==> config.mk <==
export PLATFORM = sky130hd
export DESIGN_NAME = apeq_useq
export DESIGN_NICKNAME = d
export VERILOG_FILES = /design/src/hdl/apeq_pkg.sv /design/src/hdl/apeq_useq.sv
export SDC_FILE = /design/constraint.sdc
export NUM_CORES = 1
export LEC_CHECK = 0
export BUFFER_PORTS_ARGS = -buffer_cell sky130_fd_sc_hd__clkbuf_2
export CAP_MARGIN = 0
export CORE_UTILIZATION = 35
export CTS_BUF_LIST = sky130_fd_sc_hd__clkbuf_4 sky130_fd_sc_hd__clkbuf_8
export DETAILED_ROUTE_END_ITERATION = 8
export SLEW_MARGIN = 0
export SYNTH_ARGS = -nofsm -noshare
export SYNTH_HDL_FRONTEND = slang
export SYNTH_SLANG_ARGS = --single-unit
export TNS_END_PERCENT = 100
==> constraint.sdc <==
create_clock -name i_clk -period 3.9 [get_ports i_clk]
set_clock_uncertainty 0.2 [all_clocks]
set_input_delay 0.78 -clock i_clk [delete_from_list [all_inputs] [get_ports i_clk]]
set_output_delay 0.78 -clock i_clk [all_outputs]
set_load 0.03 [all_outputs]
==> src/hdl/apeq_pkg.sv <==
// ----------------------------------------------------------------------------
// apeq_pkg
// Shared types, constants and the microprogram of the allpass peaking
// equalizer.
// ----------------------------------------------------------------------------
`default_nettype none

package apeq_pkg;

    // default widths of sample and lattice state
    localparam int SAMPLE_W_DEF = 24;
    localparam int STATE_W_DEF  = 48;

    // fixed field widths
    localparam int COEF_W    = 23;
    localparam int GAIN_W    = 24;
    localparam int ENV_W     = 16;
    localparam int LIM_W     = 47;
    localparam int CFG_W     = 47;
    localparam int CFG_IDX_W = 3;

    // effective gain, signed Q.20, and the magnitude of any multiplier coefficient
    localparam int G_W    = 27;
    localparam int KMAG_W = G_W - 1;

    localparam int UNITY_GAIN = 1048576;

    // fractional bits of the three product formats
    localparam int FRAC_COEF = 22;
    localparam int FRAC_GAIN = 20;
    localparam int FRAC_ENV  = 15;

    typedef enum logic [CFG_IDX_W-1:0] {
        REG_CENTER = 3'd0,
        REG_WIDTH  = 3'd1,
        REG_GAIN   = 3'd2,
        REG_MODE   = 3'd3,
        REG_SLIMIT = 3'd4,
        REG_BLIMIT = 3'd5
    } t_reg_idx;

    typedef struct packed {
        logic signed [COEF_W-1:0] center_coef;
        logic signed [COEF_W-1:0] width_coef;
        logic [GAIN_W-1:0]        peak_gain;
        logic                     envelope_mode;
        logic [LIM_W-1:0]         state_limit;
        logic [LIM_W-1:0]         blowup_limit;
    } t_cfg;

    localparam t_cfg CFG_RESET = '{'0, '0, GAIN_W'(UNITY_GAIN), 1'b0, '1, '1};

    // micro-operations of the datapath
    typedef enum logic [3:0] {
        UOP_NOP,
        UOP_LD_U2,   // load multiplier with (x - s2) * k2
        UOP_MLO,     // low partial product
        UOP_MHI,     // high partial product
        UOP_FIN,     // round, saturate, sign
        UOP_O2AP,    // o2 and allpass output
        UOP_LD_U1,   // load multiplier with (o2 - s1) * k1
        UOP_UPD,     // new states, x + ap, plain gain
        UOP_LD_G,    // clamp s2, load multiplier with (gain - 1) * env
        UOP_GADD,    // effective gain
        UOP_LD_Y,    // load multiplier with (x - ap) * g
        UOP_SUMY,    // sum of both branches
        UOP_OUT      // output word, state write-back
    } t_uop;

    typedef enum logic [1:0] {
        FSEL_22,
        FSEL_20,
        FSEL_15
    } t_fsel;

    typedef enum logic {
        COND_NONE,
        COND_PLAIN
    } t_cond;

    localparam int STEP_W = 5;
    typedef logic [STEP_W-1:0] t_step;

    localparam t_step STEP_ZERO = 5'd0;
    localparam t_step STEP_LD_Y = 5'd15;

    typedef struct packed {
        t_uop  uop;
        t_fsel fsel;
        t_cond cond;
        t_step target;
        logic  last;
    } t_ctrl;

    localparam t_ctrl CTRL_NOP = '{UOP_NOP, FSEL_22, COND_NONE, STEP_ZERO, 1'b0};

    typedef enum logic {
        SEQ_IDLE,
        SEQ_RUN
    } t_seq_state;

    function automatic logic [4:0] frac_bits(input t_fsel fsel);
        logic [4:0] n;
        case (fsel)
            FSEL_20: n = 5'(FRAC_GAIN);
            FSEL_15: n = 5'(FRAC_ENV);
            default: n = 5'(FRAC_COEF);
        endcase
        return n;
    endfunction

    // control store
    function automatic t_ctrl ucode(input t_step step);
        t_ctrl w;
        case (step)
            5'd0:    w = '{UOP_LD_U2, FSEL_22, COND_NONE,  STEP_ZERO, 1'b0};
            5'd1:    w = '{UOP_MLO,   FSEL_22, COND_NONE,  STEP_ZERO, 1'b0};
            5'd2:    w = '{UOP_MHI,   FSEL_22, COND_NONE,  STEP_ZERO, 1'b0};
            5'd3:    w = '{UOP_FIN,   FSEL_22, COND_NONE,  STEP_ZERO, 1'b0};
            5'd4:    w = '{UOP_O2AP,  FSEL_22, COND_NONE,  STEP_ZERO, 1'b0};
            5'd5:    w = '{UOP_LD_U1, FSEL_22, COND_NONE,  STEP_ZERO, 1'b0};
            5'd6:    w = '{UOP_MLO,   FSEL_22, COND_NONE,  STEP_ZERO, 1'b0};
            5'd7:    w = '{UOP_MHI,   FSEL_22, COND_NONE,  STEP_ZERO, 1'b0};
            5'd8:    w = '{UOP_FIN,   FSEL_22, COND_NONE,  STEP_ZERO, 1'b0};
            5'd9:    w = '{UOP_UPD,   FSEL_22, COND_PLAIN, STEP_LD_Y, 1'b0};
            5'd10:   w = '{UOP_LD_G,  FSEL_15, COND_NONE,  STEP_ZERO, 1'b0};
            5'd11:   w = '{UOP_MLO,   FSEL_15, COND_NONE,  STEP_ZERO, 1'b0};
            5'd12:   w = '{UOP_MHI,   FSEL_15, COND_NONE,  STEP_ZERO, 1'b0};
            5'd13:   w = '{UOP_FIN,   FSEL_15, COND_NONE,  STEP_ZERO, 1'b0};
            5'd14:   w = '{UOP_GADD,  FSEL_15, COND_NONE,  STEP_ZERO, 1'b0};
            5'd15:   w = '{UOP_LD_Y,  FSEL_20, COND_NONE,  STEP_ZERO, 1'b0};
            5'd16:   w = '{UOP_MLO,   FSEL_20, COND_NONE,  STEP_ZERO, 1'b0};
            5'd17:   w = '{UOP_MHI,   FSEL_20, COND_NONE,  STEP_ZERO, 1'b0};
            5'd18:   w = '{UOP_FIN,   FSEL_20, COND_NONE,  STEP_ZERO, 1'b0};
            5'd19:   w = '{UOP_SUMY,  FSEL_20, COND_NONE,  STEP_ZERO, 1'b0};
            5'd20:   w = '{UOP_OUT,   FSEL_20, COND_NONE,  STEP_ZERO, 1'b1};
            default: w = CTRL_NOP;
        endcase
        return w;
    endfunction

endpackage

`default_nettype wire

==> src/hdl/apeq_useq.sv <==
// ----------------------------------------------------------------------------
// apeq_useq
// Microcode sequencer: step counter over the control store, with the plain
// mode jump past the envelope gain and a hold on the output step.
// ----------------------------------------------------------------------------
`default_nettype none

module apeq_useq
    import apeq_pkg::*;
(
    input  wire   i_clk,
    input  wire   i_rst_n,
    input  wire   i_start,
    input  wire   i_hold,
    input  wire   i_plain,
    output t_ctrl o_ctrl,
    output logic  o_idle
);
    t_seq_state r_state, n_state;
    t_step      r_step, n_step;
    t_ctrl      rom;

    always_ff @(posedge i_clk) begin
        if (!i_rst_n) begin
            r_state <= SEQ_IDLE;
            r_step  <= STEP_ZERO;
        end else begin
            r_state <= n_state;
            r_step  <= n_step;
        end
    end

    always_comb begin
        n_state = r_state;
        n_step  = r_step;
        rom     = ucode(r_step);
        o_ctrl  = CTRL_NOP;
        o_idle  = 1'b0;
        case (r_state)
            SEQ_IDLE: begin
                o_idle = 1'b1;
                if (i_start) begin
                    n_state = SEQ_RUN;
                    n_step  = STEP_ZERO;
                end
            end
            SEQ_RUN: begin
                // hold the last step while the previous word is still unread
                if (!(rom.last && i_hold)) begin
                    o_ctrl = rom;
                    if (rom.last) begin
                        n_state = SEQ_IDLE;
                    end else if (rom.cond == COND_PLAIN && i_plain) begin
                        n_step = rom.target;
                    end else begin
                        n_step = t_step'(r_step + 1'b1);
                    end
                end
            end
            default: n_state = SEQ_IDLE;
        endcase
    end

endmodule

`default_nettype wire

==> run summary <==
The min-delay analysis places its worst path in the category flip-flop to flip-flop. Routability-driven placement finished with a final weighted congestion of 0.835. The post-route fraction of the period consumed by the critical path is 0.704. Clock tree synthesis selected as its root buffer the cell sky130_fd_sc_hd__clkbuf_4. The clock net in this run drives a total of 14 sinks. The standard-cell row count came out at 19. The y dimension of the die is between 50 and 60 um.

The maximum count of clock buffers along a single path is 2. TritonCTS created 3 clock buffers. After detailed routing, the average wire length per cell comes to 12.8 um. The residual antenna-violating net count after detailed routing is 0. For this run, the register share of the synthesized area comes to 0.280. The number of global-route vias before repair is between 800 and 900. The wire length of the first global-routing pass is ~3600 um. The ratio of routed vias to standard cells is 5.45. The count of mapped cells out of synthesis is around 120. The area share of the largest cell type after synthesis came out at 0.280.

The synthesized design contains 14 register bits. Setup repair after global routing left no endpoint under its margin. The power per cell area came out at roughly 270 nW/um^2.

The critical path class is input pin to flip-flop. The depth of the worst register-to-register path is 10. The share of synthesized registers carrying an async set or reset is 0.

Sorting the synthesized cells by area gives the leading types as sky130_fd_sc_hd__dfxtp_1 28%, sky130_fd_sc_hd__ha_1 10%, sky130_fd_sc_hd__and2_1 8.8%. Overall power consumption after layout is estimated at 0.000300 W. The number of hold buffers added after cts came out at 0. The post-route core utilization came out at 0.412. The area added between synthesis and finish is 12.6%.

In the global route stage, overall resource usage came out at 0.144. The maximum number of pins on one net before global-route repair is 10. For this run, design rule violations remaining after detail routing come to 0. For this run, the number of Yosys warnings is 0. The slowest stage cell on the critical path is sky130_fd_sc_hd__or4_1. The area after detailed placement came out at about 1100 um^2. The critical path goes through clkbuf_2, and2_1, o211ai_1, o21ai_0, and2_1, ha_1, or3_1, a21oi_1, or4_1.

The commonest cells after synthesis are 14 x sky130_fd_sc_hd__and2_1, 14 x sky130_fd_sc_hd__dfxtp_1, 8 x sky130_fd_sc_hd__ha_1, 8 x sky130_fd_sc_hd__nand2_1, 8 x sky130_fd_sc_hd__nand3_1. The worst path needs between 2 and 3 ns of the cycle, external delays included. The flow ran to the end, and the final reports show no timing, DRC or antenna violations. The endpoint type of the worst setup path is a flip-flop. The initial utilization of the core area, before any placement, comes to 0.366. The via count came out at approximately 900.

The net count reported at finish is about 150. Counting every net in the synthesized netlist gives 131. The final-report max-slew violation count came out at 0. The fraction of layout cells with a size suffix above 1 came out at 0.216. TritonCTS built the clock tree.

STA puts the critical path data arrival time at ~2.7 ns. The biggest area contributor in the post-synthesis netlist is sky130_fd_sc_hd__dfxtp_1. After the first detailed-routing iteration, the DRC count stood at 27.

In this run the number of H-tree levels came out at 1. The aggregate global routing overflow is 0. The largest fanout of any net on the critical path is 5. The area of the core came out at approximately 2700 um^2. The worst setup path is launched from an input pin.

The number of buffers inserted by port buffering is 17. The average size of a mapped cell is 8.48 um^2. After clock tree synthesis, the clock-pin slew on the worst setup and hold paths is ~0.090 ns. The setup fix buffers added after clock tree synthesis is 0. The cell that appears most often on the critical path is sky130_fd_sc_hd__and2_1.

The number of diodes added for antenna fixing came out at 0. The number of antenna violations at the first check in global routing is 0. The data required time of the worst path is approximately 3.9 ns. The post-detailed-placement half-perimeter wirelength came out at between 1500 and 2000 um. The x dimension of the die came out at approximately 55 um.

The leakage power of the design is between 0.5 and 0.6 nW. The post-cts sizing count came out at 0. The final hold violation count is 0. The final wirelength is 2110 um.

For this run, the slowest stage of the critical path takes roughly 0.46 ns. The top-level I/O count is 19. The number of synthesized flops with an enable pin is 0. The worst hold-check slack came out at 0.395 ns. The max-capacitance violation count is 0. The aggregate negative setup slack came out at 0 ns. The worst-case vdd ir drop came out at 124 uV. Setup violations remaining at the end of the flow were counted as 0. The floorplan step defined a die boundary enclosing 3080 um^2. For this run, the leading register cell type out of synthesis is sky130_fd_sc_hd__dfxtp_1. The summed instance area of the synthesized netlist is roughly 1000 um^2. The final instance area is around 1100 um^2. The distinct cell type count after synthesis came out at 37.

For this run, the top clock speed supported by timing is between 300 and 400 MHz. The clock insertion delay at the later pin of the skew report is ~0.28 ns. For this run, the detailed router's first-pass iteration total came to 4. The worst hold path cell count came out at 3.
==> through the flow <==
step | setup slack [ns] | instances
floorplan | 1.13 | 118
global placement | 0.917 | 161
detailed placement | 0.889 | 161
CTS | 1.19 | 165
global route | 1.05 | 165
finish | 1.15 | 165
==> routing by layer <==
metal | up-vias | routed length (um) | track usage
li1 | 446 | - | -
met1 | 411 | 967 | 0.186
met2 | 37 | 998 | 0.234
met3 | 5 | 97 | 0.0234
met4 | 0 | 45 | 0.0679
met5 | - | 0 | 0
==> cells in the final DEF, fill, tap and decap left out, types with 2 or more instances in the layout <==
cell	count
sky130_fd_sc_hd__o32ai_1	2
sky130_fd_sc_hd__nor2b_1	2
sky130_fd_sc_hd__and2_1	14
sky130_fd_sc_hd__nand2b_1	3
sky130_fd_sc_hd__clkbuf_2	17
sky130_fd_sc_hd__a31oi_1	2
sky130_fd_sc_hd__clkbuf_4	3
sky130_fd_sc_hd__nand2_1	8
sky130_fd_sc_hd__nor2_1	5
sky130_fd_sc_hd__mux2i_1	5
sky130_fd_sc_hd__o21a_1	2
sky130_fd_sc_hd__o21ai_0	5
sky130_fd_sc_hd__nand3_1	8
sky130_fd_sc_hd__ha_1	8
sky130_fd_sc_hd__nor3_1	2
sky130_fd_sc_hd__inv_1	6
sky130_fd_sc_hd__dfxtp_1	14
sky130_fd_sc_hd__a21oi_1	6
sky130_fd_sc_hd__nand4_1	2
==> worst max-delay path, delay by kind of cell <==
family | cells | cell delay, ns
AND/OR/NAND/NOR | 4 | 1.07
AO/OA/AOI/OAI | 3 | 0.41
adder cells (fa/ha/maj) | 1 | 0.37
buffers and inverters | 1 | 0.10
==> final timing paths <==
| kind | startpoint | end | slack, ns |
|---|---|---|---|
| setup / recovery | i_plain | rom[9]$_DFF_P_ | 1.15 |
| hold / removal | rom[0]$_SDFF_PP0_ | r_state$_SDFF_PN0_ | 0.40 |
| setup reg to reg | r_state$_SDFF_PN0_ | rom[9]$_DFF_P_ | 1.31 |
| hold reg to reg | rom[0]$_SDFF_PP0_ | r_state$_SDFF_PN0_ | 0.40 |
==> flip-flops by register name, summed over array words and instances (netlist names) <==
name,cells
r_step,5
rom,8
r_state,1
==> cell type report <==
| type | instances | area (um^2) |
|---|---|---|
| fill | 282 | 1610 |
| multi-input combinational | 92 | 657 |
| sequential | 14 | 280 |
| timing repair buffer | 18 | 92.6 |
| tap | 31 | 38.8 |
| clock buffer | 4 | 36.3 |
| inverter | 6 | 22.5 |
==> where the power goes <==
group | switching, W | internal, W
Clock | 0.0000469 | 0.0000568
Sequential | 0.00000285 | 0.000146
Combinational | 0.0000303 | 0.0000169
Total | 0.0000801 | 0.000220
==> cell families after synthesis <==
family / synth area share
XOR/XNOR: 0.00875
other: 0.00375
buffers and inverters: 0.0637
AND/OR/NAND/NOR: 0.296
flip-flops: 0.280
AO/OA/AOI/OAI: 0.198
multiplexers: 0.0500
adder cells (fa/ha/maj): 0.100
(Power assumes the default switching activity.)
